<file path="src/rtl/html_entity_decoder_assert.svh">
// Assertion macros for the character reference decoder.
// No dependencies; included by hed_back, the module that checks itself.
`ifndef HTML_ENTITY_DECODER_ASSERT_SVH
`define HTML_ENTITY_DECODER_ASSERT_SVH
`ifndef SYNTHESIS
`define HED_ASSERT(lbl, clk, rstn, prop) \
    lbl: assert property (@(posedge clk) disable iff (!rstn) prop) \
        else $error("hed assertion failed");
`define HED_ASSERT_NEXT(lbl, clk, rstn, ante, cons) \
    lbl: assert property (@(posedge clk) disable iff (!rstn) (ante) |=> (cons)) \
        else $error("hed assertion failed");
`else
`define HED_ASSERT(lbl, clk, rstn, prop)
`define HED_ASSERT_NEXT(lbl, clk, rstn, ante, cons)
`endif
`endif

</file>
<file path="src/rtl/hed_pkg.sv">
// Shared types, constants and the name table of the reference decoder.
// No dependencies.
package hed_pkg;

    localparam int REF_WINDOW = 32;
    localparam int NAME_MAX   = 6;
    localparam int NAME_COUNT = 66;
    localparam int CW         = $clog2(REF_WINDOW + 1);
    localparam int LINE_DEPTH = 2 ** $clog2(REF_WINDOW + 2);
    localparam int PW         = $clog2(LINE_DEPTH);

    localparam logic [7:0] CH_AMP  = 8'h26;
    localparam logic [7:0] CH_SEMI = 8'h3B;
    localparam logic [7:0] CH_HASH = 8'h23;
    localparam logic [7:0] CH_0    = 8'h30;
    localparam logic [7:0] CH_9    = 8'h39;

    typedef struct packed {
        logic [7:0] data;
        logic       last;
    } t_item;

    typedef struct packed {
        logic [2:0]  len;
        logic [47:0] txt;
        logic [7:0]  code;
    } t_name_ent;

    localparam t_name_ent NAME_ROM [NAME_COUNT] = '{
        '{3'd2, 48'("lt"), 8'd60},      '{3'd2, 48'("gt"), 8'd62},
        '{3'd3, 48'("amp"), 8'd38},     '{3'd3, 48'("ETH"), 8'd208},
        '{3'd3, 48'("eth"), 8'd240},
        '{3'd4, 48'("quot"), 8'd34},    '{3'd4, 48'("Auml"), 8'd196},
        '{3'd4, 48'("Euml"), 8'd203},   '{3'd4, 48'("Iuml"), 8'd207},
        '{3'd4, 48'("Ouml"), 8'd214},   '{3'd4, 48'("Uuml"), 8'd220},
        '{3'd4, 48'("auml"), 8'd228},   '{3'd4, 48'("euml"), 8'd235},
        '{3'd4, 48'("iuml"), 8'd239},   '{3'd4, 48'("ouml"), 8'd246},
        '{3'd4, 48'("uuml"), 8'd252},   '{3'd4, 48'("yuml"), 8'd255},
        '{3'd5, 48'("Acirc"), 8'd194},  '{3'd5, 48'("Aring"), 8'd197},
        '{3'd5, 48'("AElig"), 8'd198},  '{3'd5, 48'("Ecirc"), 8'd202},
        '{3'd5, 48'("Icirc"), 8'd206},  '{3'd5, 48'("Ocirc"), 8'd212},
        '{3'd5, 48'("Ucirc"), 8'd219},  '{3'd5, 48'("THORN"), 8'd222},
        '{3'd5, 48'("szlig"), 8'd223},  '{3'd5, 48'("acirc"), 8'd226},
        '{3'd5, 48'("aring"), 8'd229},  '{3'd5, 48'("aelig"), 8'd230},
        '{3'd5, 48'("ecirc"), 8'd234},  '{3'd5, 48'("icirc"), 8'd238},
        '{3'd5, 48'("ocirc"), 8'd244},  '{3'd5, 48'("ucirc"), 8'd251},
        '{3'd5, 48'("thorn"), 8'd254},
        '{3'd6, 48'("Agrave"), 8'd192}, '{3'd6, 48'("Aacute"), 8'd193},
        '{3'd6, 48'("Atilde"), 8'd195}, '{3'd6, 48'("Ccedil"), 8'd199},
        '{3'd6, 48'("Egrave"), 8'd200}, '{3'd6, 48'("Eacute"), 8'd201},
        '{3'd6, 48'("Igrave"), 8'd204}, '{3'd6, 48'("Iacute"), 8'd205},
        '{3'd6, 48'("Ntilde"), 8'd209}, '{3'd6, 48'("Ograve"), 8'd210},
        '{3'd6, 48'("Oacute"), 8'd211}, '{3'd6, 48'("Otilde"), 8'd213},
        '{3'd6, 48'("Oslash"), 8'd216}, '{3'd6, 48'("Ugrave"), 8'd217},
        '{3'd6, 48'("Uacute"), 8'd218}, '{3'd6, 48'("Yacute"), 8'd221},
        '{3'd6, 48'("agrave"), 8'd224}, '{3'd6, 48'("aacute"), 8'd225},
        '{3'd6, 48'("atilde"), 8'd227}, '{3'd6, 48'("ccedil"), 8'd231},
        '{3'd6, 48'("egrave"), 8'd232}, '{3'd6, 48'("eacute"), 8'd233},
        '{3'd6, 48'("igrave"), 8'd236}, '{3'd6, 48'("iacute"), 8'd237},
        '{3'd6, 48'("ntilde"), 8'd241}, '{3'd6, 48'("ograve"), 8'd242},
        '{3'd6, 48'("oacute"), 8'd243}, '{3'd6, 48'("otilde"), 8'd245},
        '{3'd6, 48'("oslash"), 8'd248}, '{3'd6, 48'("ugrave"), 8'd249},
        '{3'd6, 48'("uacute"), 8'd250}, '{3'd6, 48'("yacute"), 8'd253}
    };

    // {hit, code}; key holds the name right aligned, zero padded
    function automatic logic [8:0] name_lookup(input logic [CW-1:0] cnt,
                                               input logic [47:0] key);
        logic [8:0] res;
        res = '0;
        for (int k = 0; k < NAME_COUNT; k++) begin
            if (CW'(NAME_ROM[k].len) == cnt && NAME_ROM[k].txt == key) begin
                res = {1'b1, NAME_ROM[k].code};
            end
        end
        return res;
    endfunction

endpackage

</file>
<file path="src/rtl/hed_ifs.sv">
// Handshake channels of the reference decoder: input words and result words.
// Depends on nothing.
interface hed_in_if;
    logic       valid;
    logic       ready;
    logic [7:0] in_byte;
    logic       in_end;
    modport source (output valid, in_byte, in_end, input ready);
    modport sink   (input valid, in_byte, in_end, output ready);
endinterface

interface hed_out_if;
    logic       valid;
    logic       ready;
    logic [7:0] out_byte;
    logic       has_byte;
    logic       run_last;
    logic       string_done;
    modport source (output valid, out_byte, has_byte, run_last, string_done, input ready);
    modport sink   (input valid, out_byte, has_byte, run_last, string_done, output ready);
endinterface

</file>
<file path="src/rtl/hed_ram.sv">
// Generic single write port, single read port RAM with registered read.
// No dependencies.
module hed_ram #(
    parameter int WIDTH = 8,
    parameter int DEPTH = 64
) (
    input  logic                     i_clk,
    input  logic                     i_we,
    input  logic [$clog2(DEPTH)-1:0] i_waddr,
    input  logic [WIDTH-1:0]         i_wdata,
    input  logic                     i_re,
    input  logic [$clog2(DEPTH)-1:0] i_raddr,
    output logic [WIDTH-1:0]         o_rdata
);
    logic [WIDTH-1:0] r_mem [DEPTH];
    logic [WIDTH-1:0] r_rdata;

    always_ff @(posedge i_clk) begin
        if (i_we) begin
            r_mem[i_waddr] <= i_wdata;
        end
        if (i_re) begin
            r_rdata <= r_mem[i_raddr];
        end
    end

    assign o_rdata = r_rdata;
endmodule

</file>
<file path="src/rtl/hed_front.sv">
// Input side: takes words off the input channel into a two entry queue.
// Depends on hed_pkg and hed_in_if.
module hed_front import hed_pkg::*; (
    input  logic      i_clk,
    input  logic      i_rst_n,
    hed_in_if.sink    i_in,
    output logic      o_valid,
    output t_item     o_item,
    input  logic      i_pop
);
    t_item      r_mem [2];
    logic       r_wr, r_rd;
    logic [1:0] r_cnt;
    logic       push;

    assign i_in.ready = (r_cnt != 2'd2);
    assign push       = i_in.valid && i_in.ready;
    assign o_valid    = (r_cnt != 2'd0);
    assign o_item     = r_mem[r_rd];

    always_ff @(posedge i_clk) begin
        if (push) begin
            r_mem[r_wr] <= '{data: i_in.in_byte, last: i_in.in_end};
        end
        if (!i_rst_n) begin
            r_wr  <= 1'b0;
            r_rd  <= 1'b0;
            r_cnt <= 2'd0;
        end else begin
            if (push) r_wr <= ~r_wr;
            if (i_pop) r_rd <= ~r_rd;
            r_cnt <= r_cnt + 2'(push) - 2'(i_pop);
        end
    end
endmodule

</file>
<file path="src/rtl/hed_back.sv">
// Back end: scans bytes from a line buffer, decodes references, replays
// failed ones, and drives the result channel. Depends on hed_pkg, hed_ifs, hed_ram.
`include "html_entity_decoder_assert.svh"
module hed_back import hed_pkg::*; (
    input  logic      i_clk,
    input  logic      i_rst_n,
    input  logic      i_valid,
    input  t_item     i_item,
    output logic      o_pop,
    hed_out_if.source o_out
);
    typedef enum logic [1:0] {S_IDLE, S_RD, S_EXEC} t_state;

    t_state        r_state, n_state;
    logic [PW-1:0] r_wp, n_wp, r_rp, n_rp, r_sp, n_sp;
    logic          r_end, n_end;
    logic          r_in_ref, n_in_ref;
    logic [CW-1:0] r_cnt, n_cnt;
    logic [8:0]    r_num, n_num;
    logic          r_nd, n_nd;
    logic          r_hash, n_hash;
    logic [47:0]   r_key, n_key;
    logic          r_pend_v, n_pend_v;
    logic [7:0]    r_pend_b, n_pend_b;
    logic          r_out_v, n_out_v;
    logic [7:0]    r_out_b, n_out_b;
    logic          r_out_has, n_out_has, r_out_last, n_out_last, r_out_done, n_out_done;

    logic          ram_we, ram_re;
    logic [7:0]    rd_b;
    logic          can_push;
    logic          is_digit, numeric, numeric2;
    logic [12:0]   num_mul;
    logic [8:0]    num_sat;
    logic [8:0]    lookup;
    logic          f_emit, f_fail, f_close, f_open, f_store;
    logic [7:0]    f_byte;

    function automatic logic num_allowed(input logic [8:0] v);
        return (v > 9'd8) && !(v >= 9'd11 && v <= 9'd31) &&
               !(v >= 9'd127 && v <= 9'd160) && (v < 9'd256);
    endfunction

    hed_ram #(.WIDTH(8), .DEPTH(LINE_DEPTH)) u_line (
        .i_clk   (i_clk),
        .i_we    (ram_we),
        .i_waddr (r_wp),
        .i_wdata (i_item.data),
        .i_re    (ram_re),
        .i_raddr (r_rp),
        .o_rdata (rd_b)
    );

    assign can_push = !r_out_v || o_out.ready;
    assign is_digit = (rd_b >= CH_0) && (rd_b <= CH_9);
    assign numeric  = (r_cnt != '0) && r_hash;
    assign numeric2 = numeric || (r_cnt == '0 && rd_b == CH_HASH);
    assign num_mul  = {4'b0, r_num} * 13'd10 + 13'(rd_b[3:0]);
    assign num_sat  = (num_mul > 13'd256) ? 9'd256 : num_mul[8:0];
    assign lookup   = name_lookup(r_cnt, r_key);

    // one scan step on the byte just read from the line
    always_comb begin
        f_emit  = 1'b0;
        f_byte  = rd_b;
        f_fail  = 1'b0;
        f_close = 1'b0;
        f_open  = 1'b0;
        f_store = 1'b0;
        if (!r_in_ref) begin
            if (rd_b == CH_AMP) f_open = 1'b1;
            else f_emit = 1'b1;
        end else if (rd_b == CH_SEMI) begin
            if (numeric) begin
                f_emit  = !r_nd && num_allowed(r_num);
                f_byte  = r_num[7:0];
                f_close = 1'b1;
            end else if (lookup[8]) begin
                f_emit  = 1'b1;
                f_byte  = lookup[7:0];
                f_close = 1'b1;
            end else begin
                f_fail = 1'b1;
            end
        end else if (r_cnt >= CW'(REF_WINDOW) || (!numeric2 && r_cnt >= CW'(NAME_MAX))) begin
            f_fail = 1'b1;
        end else begin
            f_store = 1'b1;
        end
        if (f_fail) begin
            f_emit = 1'b1;
            f_byte = CH_AMP;
        end
    end

    always_comb begin
        n_state = r_state;  n_wp = r_wp;  n_rp = r_rp;  n_sp = r_sp;
        n_end = r_end;  n_in_ref = r_in_ref;  n_cnt = r_cnt;  n_num = r_num;
        n_nd = r_nd;  n_hash = r_hash;  n_key = r_key;
        n_pend_v = r_pend_v;  n_pend_b = r_pend_b;
        n_out_v = r_out_v && !o_out.ready;
        n_out_b = r_out_b;  n_out_has = r_out_has;
        n_out_last = r_out_last;  n_out_done = r_out_done;
        ram_we = 1'b0;  ram_re = 1'b0;  o_pop = 1'b0;
        unique case (r_state)
            S_IDLE: begin
                if (i_valid) begin
                    ram_we  = 1'b1;
                    o_pop   = 1'b1;
                    n_wp    = r_wp + 1'b1;
                    n_end   = i_item.last;
                    n_state = S_RD;
                end
            end
            S_RD: begin
                if (r_rp != r_wp) begin
                    ram_re  = 1'b1;
                    n_rp    = r_rp + 1'b1;
                    n_state = S_EXEC;
                end else if (r_end && r_in_ref) begin
                    // string ends inside a reference: ampersand, then rescan
                    if (!r_pend_v || can_push) begin
                        if (r_pend_v) begin
                            n_out_v = 1'b1;  n_out_b = r_pend_b;  n_out_has = 1'b1;
                            n_out_last = 1'b0;  n_out_done = 1'b0;
                        end
                        n_pend_v = 1'b1;  n_pend_b = CH_AMP;
                        n_rp = r_sp;  n_in_ref = 1'b0;  n_cnt = '0;
                        n_num = '0;  n_nd = 1'b0;
                    end
                end else if (r_pend_v || r_end) begin
                    if (can_push) begin
                        n_out_v = 1'b1;  n_out_b = r_pend_v ? r_pend_b : 8'd0;
                        n_out_has = r_pend_v;  n_out_last = 1'b1;  n_out_done = r_end;
                        n_pend_v = 1'b0;  n_end = 1'b0;  n_state = S_IDLE;
                    end
                end else begin
                    n_state = S_IDLE;
                end
            end
            S_EXEC: begin
                if (!(f_emit && r_pend_v && !can_push)) begin
                    if (f_emit) begin
                        if (r_pend_v) begin
                            n_out_v = 1'b1;  n_out_b = r_pend_b;  n_out_has = 1'b1;
                            n_out_last = 1'b0;  n_out_done = 1'b0;
                        end
                        n_pend_v = 1'b1;  n_pend_b = f_byte;
                    end
                    if (f_open) begin
                        n_in_ref = 1'b1;  n_cnt = '0;  n_num = '0;  n_nd = 1'b0;
                        n_key = '0;  n_sp = r_rp;
                    end
                    if (f_close || f_fail) begin
                        n_in_ref = 1'b0;  n_cnt = '0;  n_num = '0;  n_nd = 1'b0;
                    end
                    if (f_fail) n_rp = r_sp;
                    if (f_store) begin
                        if (numeric2 && r_cnt != '0) begin
                            if (!is_digit) n_nd = 1'b1;
                            else if (!r_nd) n_num = num_sat;
                        end
                        if (r_cnt == '0) n_hash = (rd_b == CH_HASH);
                        if (r_cnt < CW'(NAME_MAX)) n_key = {r_key[39:0], rd_b};
                        n_cnt = r_cnt + 1'b1;
                    end
                    n_state = S_RD;
                end
            end
            default: n_state = S_IDLE;
        endcase
    end

    always_ff @(posedge i_clk) begin
        if (!i_rst_n) begin
            r_state <= S_IDLE;  r_wp <= '0;  r_rp <= '0;  r_sp <= '0;
            r_end <= 1'b0;  r_in_ref <= 1'b0;  r_cnt <= '0;  r_num <= '0;
            r_nd <= 1'b0;  r_hash <= 1'b0;  r_pend_v <= 1'b0;  r_out_v <= 1'b0;
        end else begin
            r_state <= n_state;  r_wp <= n_wp;  r_rp <= n_rp;  r_sp <= n_sp;
            r_end <= n_end;  r_in_ref <= n_in_ref;  r_cnt <= n_cnt;  r_num <= n_num;
            r_nd <= n_nd;  r_hash <= n_hash;  r_pend_v <= n_pend_v;  r_out_v <= n_out_v;
        end
        r_key <= n_key;  r_pend_b <= n_pend_b;  r_out_b <= n_out_b;
        r_out_has <= n_out_has;  r_out_last <= n_out_last;  r_out_done <= n_out_done;
    end

    assign o_out.valid       = r_out_v;
    assign o_out.out_byte    = r_out_b;
    assign o_out.has_byte    = r_out_has;
    assign o_out.run_last    = r_out_last;
    assign o_out.string_done = r_out_done;

    `HED_ASSERT(a_cnt_closed, i_clk, i_rst_n, (!r_in_ref |-> r_cnt == '0))
    `HED_ASSERT(a_cnt_window, i_clk, i_rst_n, (r_cnt <= CW'(REF_WINDOW)))
    `HED_ASSERT(a_live_span, i_clk, i_rst_n, (r_in_ref |-> PW'(r_wp - r_sp) <= PW'(REF_WINDOW + 1)))
    `HED_ASSERT(a_idle_no_pend, i_clk, i_rst_n, (r_state == S_IDLE |-> !r_pend_v))
    `HED_ASSERT_NEXT(a_pop_reads, i_clk, i_rst_n, o_pop, r_state == S_RD)
endmodule

</file>
<file path="src/rtl/html_entity_decoder.sv">
// Timing: each byte scanned, fresh or replayed from the line buffer, passes
// through a read state and an execute state in the back end, which takes no
// new byte until every stored byte is scanned; the line buffer has a single
// read port, and a failed reference replays up to 33 bytes.
// Reset: synchronous, active low; clears all control state, no clearing pass.
// Top level of the HTML character reference decoder, Latin-1 names.
// Depends on hed_pkg, hed_ifs, hed_front, hed_back.
module html_entity_decoder import hed_pkg::*; (
    input  logic      i_clk,
    input  logic      i_rst_n,
    hed_in_if.sink    i_in,
    hed_out_if.source o_out
);
    // Front end holds up to two input words, taking them off the channel
    // while the back end is busy, for instance replaying a failed reference.
    logic  q_valid;
    t_item q_item;
    logic  q_pop;

    hed_front u_front (
        .i_clk   (i_clk),
        .i_rst_n (i_rst_n),
        .i_in    (i_in),
        .o_valid (q_valid),
        .o_item  (q_item),
        .i_pop   (q_pop)
    );

    // Back end: every byte lands in a circular line buffer; a failed
    // reference rewinds the read pointer to the byte after the ampersand.
    // The last emitted byte waits in a pending register so run_last can be set.
    hed_back u_back (
        .i_clk   (i_clk),
        .i_rst_n (i_rst_n),
        .i_valid (q_valid),
        .i_item  (q_item),
        .o_pop   (q_pop),
        .o_out   (o_out)
    );
endmodule

</file>
<file path="src/flat_wrapper.sv">
// flat-port wrapper written by rule: the top's interface ports become plain ports
module html_entity_decoder_flat import hed_pkg::*;
  (i_clk, i_rst_n, i_in_valid, i_in_in_byte, i_in_in_end, i_in_ready, o_out_valid, o_out_out_byte, o_out_has_byte, o_out_run_last, o_out_string_done, o_out_ready);
  hed_in_if i_in_i ();
  hed_out_if o_out_i ();
  input  logic i_clk;
  input  logic i_rst_n;
  input wire logic [$bits(i_in_i.valid)-1:0] i_in_valid;
  input wire logic [$bits(i_in_i.in_byte)-1:0] i_in_in_byte;
  input wire logic [$bits(i_in_i.in_end)-1:0] i_in_in_end;
  output wire logic [$bits(i_in_i.ready)-1:0] i_in_ready;
  output wire logic [$bits(o_out_i.valid)-1:0] o_out_valid;
  output wire logic [$bits(o_out_i.out_byte)-1:0] o_out_out_byte;
  output wire logic [$bits(o_out_i.has_byte)-1:0] o_out_has_byte;
  output wire logic [$bits(o_out_i.run_last)-1:0] o_out_run_last;
  output wire logic [$bits(o_out_i.string_done)-1:0] o_out_string_done;
  input wire logic [$bits(o_out_i.ready)-1:0] o_out_ready;
  assign i_in_i.valid = i_in_valid;
  assign i_in_i.in_byte = i_in_in_byte;
  assign i_in_i.in_end = i_in_in_end;
  assign i_in_ready = i_in_i.ready;
  assign o_out_valid = o_out_i.valid;
  assign o_out_out_byte = o_out_i.out_byte;
  assign o_out_has_byte = o_out_i.has_byte;
  assign o_out_run_last = o_out_i.run_last;
  assign o_out_string_done = o_out_i.string_done;
  assign o_out_i.ready = o_out_ready;
  html_entity_decoder u_core (.i_clk(i_clk), .i_rst_n(i_rst_n), .i_in(i_in_i), .o_out(o_out_i));
endmodule
</file>
<file path="config.mk">
export PLATFORM = sky130hd
export DESIGN_NAME = html_entity_decoder_flat
export DESIGN_NICKNAME = d
export VERILOG_FILES = /design/src/rtl/hed_pkg.sv /design/src/rtl/hed_ifs.sv /design/src/rtl/hed_ram.sv /design/src/rtl/hed_front.sv /design/src/rtl/hed_back.sv /design/src/rtl/html_entity_decoder.sv /design/src/flat_wrapper.sv
export VERILOG_INCLUDE_DIRS = /design/src /design/src/rtl
export SDC_FILE = /design/constraint.sdc
export NUM_CORES = 1
export LEC_CHECK = 0
export BUFFER_PORTS_ARGS = -buffer_cell sky130_fd_sc_hd__buf_2
export CAP_MARGIN = 20
export CORE_ASPECT_RATIO = 0.7
export CORE_MARGIN = 4
export CORE_UTILIZATION = 44
export CTS_CLUSTER_SIZE = 10
export DETAILED_ROUTE_END_ITERATION = 8
export PLACE_DENSITY = 0.61
export RECOVER_POWER = 50
export SETUP_SLACK_MARGIN = 0.02
export SLEW_MARGIN = 25
export SYNTH_ARGS = -nofsm -noshare
export SYNTH_HDL_FRONTEND = slang
export SYNTH_SLANG_ARGS = --single-unit
export TNS_END_PERCENT = 20
</file>
<file path="constraint.sdc">
create_clock -name i_clk -period 13 [get_ports i_clk]
set_clock_uncertainty 0.15 [all_clocks]
set_input_delay 3.9 -clock i_clk [delete_from_list [all_inputs] [get_ports i_clk]]
set_output_delay 3.9 -clock i_clk [all_outputs]
set_load 0.005 [all_outputs]
</file>
==> metrics.txt, run 1 <==
Mapped Area=0.0302 mm2; Max-Cap Viols=8; clk buf depth=3; CTS Sinks=651; clock insertion delay at the later pin of the skew report=0.63 ns; leading area contributor after synthesis=edfxtp_1; CTS Hold Bufs=0; share of the synthesized area in the top cell type=60.2%; xor/xnor cell area share of the yosys netlist=0.754%; sequential element share of the synthesized area=63.2%; Final period util=43.9%; Tot Pwr=5.78 mW; number of antenna violations at the first check in global routing=6; clk root buf=clkbuf_16; Adder-Cell Fraction of Synth Area=1.33%; post-synthesis simple-gate area fraction=14.1%; cts bufs inserted=75; CORE AREA=0.0681 mm2; Rows=80; slowest CP cell=nor4_1; unrepaired setup endpoints after global routing=no; Worst Setup Start Kind=flip-flop; Wirelength per Cell=29.9 um; Final Hold Viols=0; DPL Wire Length=63000 um; Warnings, synthesis=0; Primary FF master, synth=edfxtp_1; max frequency=175 MHz; Power Dens Cells=173 mW/mm2; Top Ports=26; Layout Nets=2150; DRC=0; Slew headroom=-119%; CP arrival=5.79 ns; via count=19600; Clock power frac=31.9%; clock transition at the registers of the reported paths=0.06 ns; CTS tree=built; Die Wd=321 um; ys async rst share=0%; Synth Area per Inst=14.4 um2; critical path endpoint category=flip-flop; Critical Path RT=13.08 ns; mux cell area share after synthesis=13.3%; fillers=5762; net switching power=1.66 mW; global-route wire length before repair=132000 um; GRT overflow=0; failing checks=capacitance limit, slew limit; post-layout instance area=0.0334 mm2; top fanout value on the critical path=48; Post-DP Area=0.0313 mm2; syn nets=2133; main combinational cell family by area after synthesis=simple AND/OR/NAND/NOR gates; combinational share of power=21.6%; vias in the first global route=18700; CTS resizes=0; post-route ant nets=0; crit-path leading delay family=simple AND/OR/NAND/NOR gates; hold crit path type=flip-flop to flip-flop; crit-path cells=nor4_1 > nand4_1 > nor4_2 > nand2_1 > o211ai_1 > nor3_1 > nand4_1 > and2_1 > nand2_1 > a21boi_4 > buf_4; register share of total power=46.6%; Worst Max-Slew Pin Slew=3.28 ns; largest net degree at the start of global routing=87; Setup violations, final=0; unique cell type count in the Yosys netlist=86; fin. max-slew vios=520; dominant cells by area after synthesis=edfxtp_1, mux4_2, dfxtp_1, nand2_1, nor2_1; DRT Pass-1 Iters=8; outcome=finished, violations left; setup_tns=0 ns; htree depth=3; maximum vdd drop=0.122 mV; Final min period=5.71 ns; sw frac=28.7%; Static Leak=10.2 nW; gr usage total=25.0%; Initial DRC Count=3053; Die ar.=0.0729 mm2; port bufs=25; Post-Route WL=90700 um; Post-CTS Setup Inserts=0; routability congestion estimate=1.01; Cells after Synth=2089; internal power=4.12 mW; Initial Util=44.3%; layout cells sized above 1=17.3%; worst path buffer plus inverter count=1; Synth Area in Compound Gates=5.26%; #FFs+latches synth=651; critical path class=flip-flop to flip-flop; area grow syn2layout=10.6%; final core utilization=49.0%; drt via density=6.46; max incr delay on CP=1.02 ns; die height=227 um; Post-synth EDFFs=605
-- metrics by stage --
step           cells  hold WS, ns  setup WS (ns)
5_1_grt         3029        0.336           6.98
2_1_floorplan   2089        0.281           4.59
6_report        3032        0.321           7.29
3_3_place_gp    2930        0.295           6.82
4_1_cts         3028        0.323           7.36
3_5_place_dp    2930        0.315           6.69
-- final timing paths --
kind	from	slack, ns	to	depth (start not counted)
hold reg to reg	u_core.u_back.r_sp[4]	0.32	u_core.u_back.r_sp[4]	2
setup reg to reg	u_core.u_back.r_key[41]	7.29	u_core.u_back.r_key[35]	11
hold / removal	u_core.u_back.r_sp[4]	0.32	u_core.u_back.r_sp[4]	2
setup / recovery	u_core.u_back.r_key[41]	7.29	u_core.u_back.r_key[35]	11
-- tightest hold or removal path, cell delays in order, from the launching register on --
cell and delay (ns):
dfxtp_1 0.31, nand2_1 0.05, mux2i_1 0.06
-- cells in the final DEF, fill, tap and decap left out, drive strengths merged, types with 12 or more instances in the layout --
| cell type | synthesis | final |
|---|---|---|
| o22ai | 12 | 12 |
| a22o | 15 | 15 |
| or2 | 12 | 12 |
| nor3b | 16 | 16 |
| mux2i | 12 | 12 |
| nor2 | 154 | 154 |
| dfxtp | 46 | 46 |
| buf | 27 | 55 |
| nor4b | 13 | 13 |
| and3 | 14 | 14 |
| ha | 29 | 29 |
| nor3 | 41 | 41 |
| nand2 | 212 | 212 |
| nand4 | 51 | 51 |
| and2 | 18 | 18 |
| edfxtp | 605 | 605 |
| mux4 | 168 | 168 |
| inv | 28 | 32 |
| or3 | 13 | 13 |
| o21ai | 46 | 46 |
| nor4 | 51 | 51 |
| clkbuf | 101 | 104 |
| nor4bb | 13 | 13 |
| nand3 | 105 | 105 |
| nand2b | 14 | 14 |
| a21oi | 47 | 47 |
| xor2 | 15 | 15 |
| nor2b | 24 | 24 |
-- cells by family after synthesis --
group | after synthesis
AO/OA/AOI/OAI | 229
multiplexers | 189
XOR/XNOR | 26
buffers and inverters | 156
adder cells (fa/ha/maj) | 31
AND/OR/NAND/NOR | 807
flip-flops | 651
-- synthesized netlist by cell type, drive strengths merged (13+ instances only) --
library cell    n
edfxtp        605
nand2         212
mux4          168
nor2          154
nand3         105
clkbuf        101
nand4          51
nor4           51
a21oi          47
dfxtp          46
o21ai          46
nor3           41
ha             29
inv            28
buf            27
nor2b          24
and2           18
nor3b          16
a22o           15
xor2           15
and3           14
nand2b         14
nor4b          13
nor4bb         13
or3            13
-- state kept, by name (all words and copies together), names as in the netlist, 6 cells and up, named ones only --
register and flops:
u_core.u_back.u_line.r_mem 512, u_core.u_back.r_key 48, u_core.u_front.r_mem 18, u_core.u_back.r_num 9
u_core.u_back.o_out.out_byte 8, u_core.u_back.r_pend_b 8, u_core.u_back.u_line.o_rdata 8, u_core.u_back.r_cnt 6
u_core.u_back.r_rp 6, u_core.u_back.r_sp 6, u_core.u_back.r_wp 6
-- layout make-up --
cell class | instances | area (um2) | area share, %
Sequential cell | 651 | 19100 | 57.2
Multi-Input combinational cell | 1282 | 10600 | 31.7
Clock buffer | 91 | 1980 | 5.93
Tap cell | 902 | 1130 | 3.38
Timing Repair Buffer | 68 | 424 | 1.27
Inverter | 28 | 105 | 0.315
Clock inverter | 7 | 68.8 | 0.206
Antenna cell | 3 | 7.51 | 0.0225
-- power by group through the flow --
stage | clock network [mW] | registers, mW | logic [mW]
after floorplan | 0 | 2.61 | 0.878
after global placement | 0 | 2.72 | 1.21
after detailed placement | 0 | 2.73 | 1.23
after CTS | 1.87 | 2.68 | 1.24
after global routing | 1.97 | 2.71 | 1.33
final | 1.84 | 2.69 | 1.25
-- routing by layer --
layer / GRT usage [%] / part of all wire, %
met1: 39.6 / 47
met2: 32.1 / 39
met3: 10.4 / 13
met4: 4.44 / 1.3
met5: 0.825 / 0.025
Note: power is estimated with default switching activity, not from simulation.
==> run 2, diff against run 1 <==
--- a/config.mk
+++ b/config.mk
@@ -6,6 +6,7 @@
 export SDC_FILE = /design/constraint.sdc
 export NUM_CORES = 1
 export LEC_CHECK = 0
+export ABC_AREA = 1
 export BUFFER_PORTS_ARGS = -buffer_cell sky130_fd_sc_hd__buf_2
 export CAP_MARGIN = 20
 export CORE_ASPECT_RATIO = 0.7
@@ -13,7 +14,7 @@
 export CORE_UTILIZATION = 44
 export CTS_CLUSTER_SIZE = 10
 export DETAILED_ROUTE_END_ITERATION = 8
-export PLACE_DENSITY = 0.61
+export PLACE_DENSITY = 0.63
 export RECOVER_POWER = 50
 export SETUP_SLACK_MARGIN = 0.02
 export SLEW_MARGIN = 25
==> constraint.sdc (replaced) <==
create_clock -name i_clk -period 4.8 [get_ports i_clk]
set_clock_uncertainty 0.15 [all_clocks]
set_input_delay 1.44 -clock i_clk [delete_from_list [all_inputs] [get_ports i_clk]]
set_output_delay 1.44 -clock i_clk [all_outputs]
set_load 0.005 [all_outputs]
==> metrics.txt, run 2 <==
Die Wd=321 um (-0.10%); Antenna diodes=0 (-3); unrepaired setup endpoints after global routing=no; post-synthesis simple-gate area fraction=18.4% (+4.3 points); cts bufs inserted=75 (unchanged); xor/xnor cell area share of the yosys netlist=0.436% (-0.32 points); area grow syn2layout=10.3%; DPL Wire Length=55200 um (-12%); Top Ports=26 (unchanged); layout cells sized above 1=8.05% (-9.3 points); Setup violations, final=0 (unchanged); unique cell type count in the Yosys netlist=60 (-30%); Wirelength per Cell=22.3 um (-25%); DRC=0 (unchanged); Final period util=85.8% (+42 points); setup_tns=0 ns (unchanged); via count=22400 (+14%); dominant cells by area after synthesis=edfxtp_1, nor2_1, o21ai_0, nand2_1, dfxtp_1; post-route ant nets=0 (unchanged); slowest CP cell=nor2_1; outcome=finished, violations left; clk buf depth=3 (unchanged); htree depth=3 (unchanged); Post-CTS Setup Inserts=0 (unchanged); clock insertion delay at the later pin of the skew report=0.63 ns (about the same); CTS resizes=0 (unchanged); Worst Setup Start Kind=flip-flop; clock transition at the registers of the reported paths=0.06 ns (about the same); most common cell after layout, fill and taps aside=edfxtp_1; Power Dens Cells=523 mW/mm2 (+200%); Critical Path RT=4.90 ns (-8.18 ns); Synth top cells by count=edfxtp_1, nor2_1, nand2_1; Final Hold Viols=0 (unchanged); crit-path cells=inv_1 > nand2_1 > nor3_2 > nand2_1 > nor2_4 > nand2_2 > nor2_4 > nand2_1 > nand2_1 > nor2_1 > nand2_2 > nor2_2 > nand2_1 > nor2_2 > nand3_4 > nand2_2 > nand2_2 > nand2_4 > nand4_4 > nand2_2 > nor2_1; share of the synthesized area in the top cell type=60.3% (+0.13 points); CTS tree=built; Final min period=4.12 ns (-1.60 ns); Adder-Cell Fraction of Synth Area=1.34% (+0.0028 points); Initial DRC Count=2568 (-16%); CP arrival=4.21 ns (-1.58 ns); largest net degree at the start of global routing=209 (+140%); Synth Area per Inst=10.4 um2 (-28%); Die ar.=0.0728 mm2 (-0.20%); Warnings, synthesis=0 (unchanged); Static Leak=11.5 nW (+13%); fin. max-slew vios=520 (unchanged); Mapped Area=0.0301 mm2 (-0.21%); Primary FF master, synth=edfxtp_1; Rows=79 (-1.3%); critical path class=flip-flop to flip-flop; gr usage total=23.2% (-1.8 points); Worst Max-Slew Pin Slew=3.22 ns (-0.0609 ns); GRT overflow=0 (unchanged); main combinational cell family by area after synthesis=simple AND/OR/NAND/NOR gates; #FFs+latches synth=651 (unchanged); vias in the first global route=21200 (+13%); ys async rst share=0% (unchanged); drt via density=5.85 (-9.4%); Max-Cap Viols=8 (unchanged); max frequency=243 MHz (+39%); Initial Util=44.9% (+0.53 points); CTS Sinks=651 (unchanged); port bufs=25 (unchanged); DRT Pass-1 Iters=6 (-2); Cells after Synth=2895 (+39%); number of antenna violations at the first check in global routing=0 (-6); Tot Pwr=17.4 mW (+200%); leading area contributor after synthesis=edfxtp_1; routability congestion estimate=0.974 (-3.4%); Synth Area in Compound Gates=12.0% (+6.7 points); CTS Hold Bufs=0 (unchanged); Post-synth EDFFs=605 (unchanged); hold crit path type=flip-flop to flip-flop; CORE AREA=0.0671 mm2 (-1.4%); mux cell area share after synthesis=0% (-13 points); critical path endpoint category=flip-flop; max incr delay on CP=0.53 ns (-0.49 ns); Largest register FFs=512 (unchanged); most frequent cells in the layout=edfxtp_1, nor2_1, nand2_1, o21ai_0, inv_1; clk root buf=clkbuf_16; syn nets=2939 (+38%); Biggest register=u_core.u_back.u_line.r_mem; die height=227 um (-0.10%); count leader, synth=edfxtp_1; largest registers=u_core.u_back.u_line.r_mem (512), u_core.u_back.r_key (48), u_core.u_front.r_mem (18); Slew headroom=-115% (+4.1 points); top fanout value on the critical path=14 (-71%); global-route wire length before repair=130000 um (-1.9%); sequential element share of the synthesized area=63.4% (+0.13 points); Layout Nets=2931 (+36%); failing checks=capacitance limit, slew limit; maximum vdd drop=0.428 mV (+250%); Post-Route WL=85200 um (-6.1%)
run 2: per-layer routing:
layer	global-route usage, %	wire length, um	share of wire [%]	up-vias
li1	-	-	-	10400
met1	35.3	39400	46	10900
met2	33.2	35600	42	979
met3	6.14	8520	10	125
met4	5.20	1610	1.9	0
met5	0	0	0	-
run 2: logic make-up (layout without fill, tap and decap cells):
family | after synthesis | in the layout
simple gates | 1237 | 1237
flops | 651 | 651
compound gates | 610 | 610
buf+inv | 351 | 387
fa+ha+maj | 31 | 31
xor+xnor | 15 | 15
run 2: path summary, 6_finish.rpt:
check        slack [ns]  depth (start not counted)                    start                        end
max                0.68                         21  u_core.u_back.r_key[11]  u_core.u_back.r_pend_b[4]
min                0.30                          1      u_core.u_front.r_rd        u_core.u_front.r_rd
max reg2reg        0.68                         21  u_core.u_back.r_key[11]  u_core.u_back.r_pend_b[4]
min reg2reg        0.30                          1      u_core.u_front.r_rd        u_core.u_front.r_rd
run 2: report_power, final:
group | internal [mW] | switching [mW] | leakage, nW | total, mW
registers | 7.45 | 0.411 | 5.85 | 7.86
clock network | 2.95 | 2.20 | 1.02 | 5.14
logic | 1.04 | 3.33 | 4.64 | 4.37
total | 11.4 | 5.94 | 11.5 | 17.4
run 2: worst max-delay path, delay by kind of cell (launching register included):
kind | cells | cell delay, ns
flops | 1 | 0.46
simple gates | 20 | 3.02
buf+inv | 1 | 0.11
run 2: stage by stage:
stage	utilization, %	hold slack [ns]	setup slack (ns)	std cells	cell area, um2
after floorplan	-	0.276	1.05	2895	30100
final	49.5	0.301	0.684	3822	33200
after global routing	49.5	0.320	0.339	3822	33200
after global placement	46.4	0.286	0.811	3701	31100
after CTS	49.6	0.305	0.763	3822	33300
after detailed placement	46.4	0.297	0.793	3701	31100
run 2: layout make-up:
type | instances | area [um2]
multi-input combinational | 1893 | 9710
clock inverter | 5 | 70.1
tap | 891 | 1110
sequential | 651 | 19100
inverter | 207 | 783
fill | 5993 | 33900
timing repair buffer | 59 | 384
clock buffer | 116 | 2060
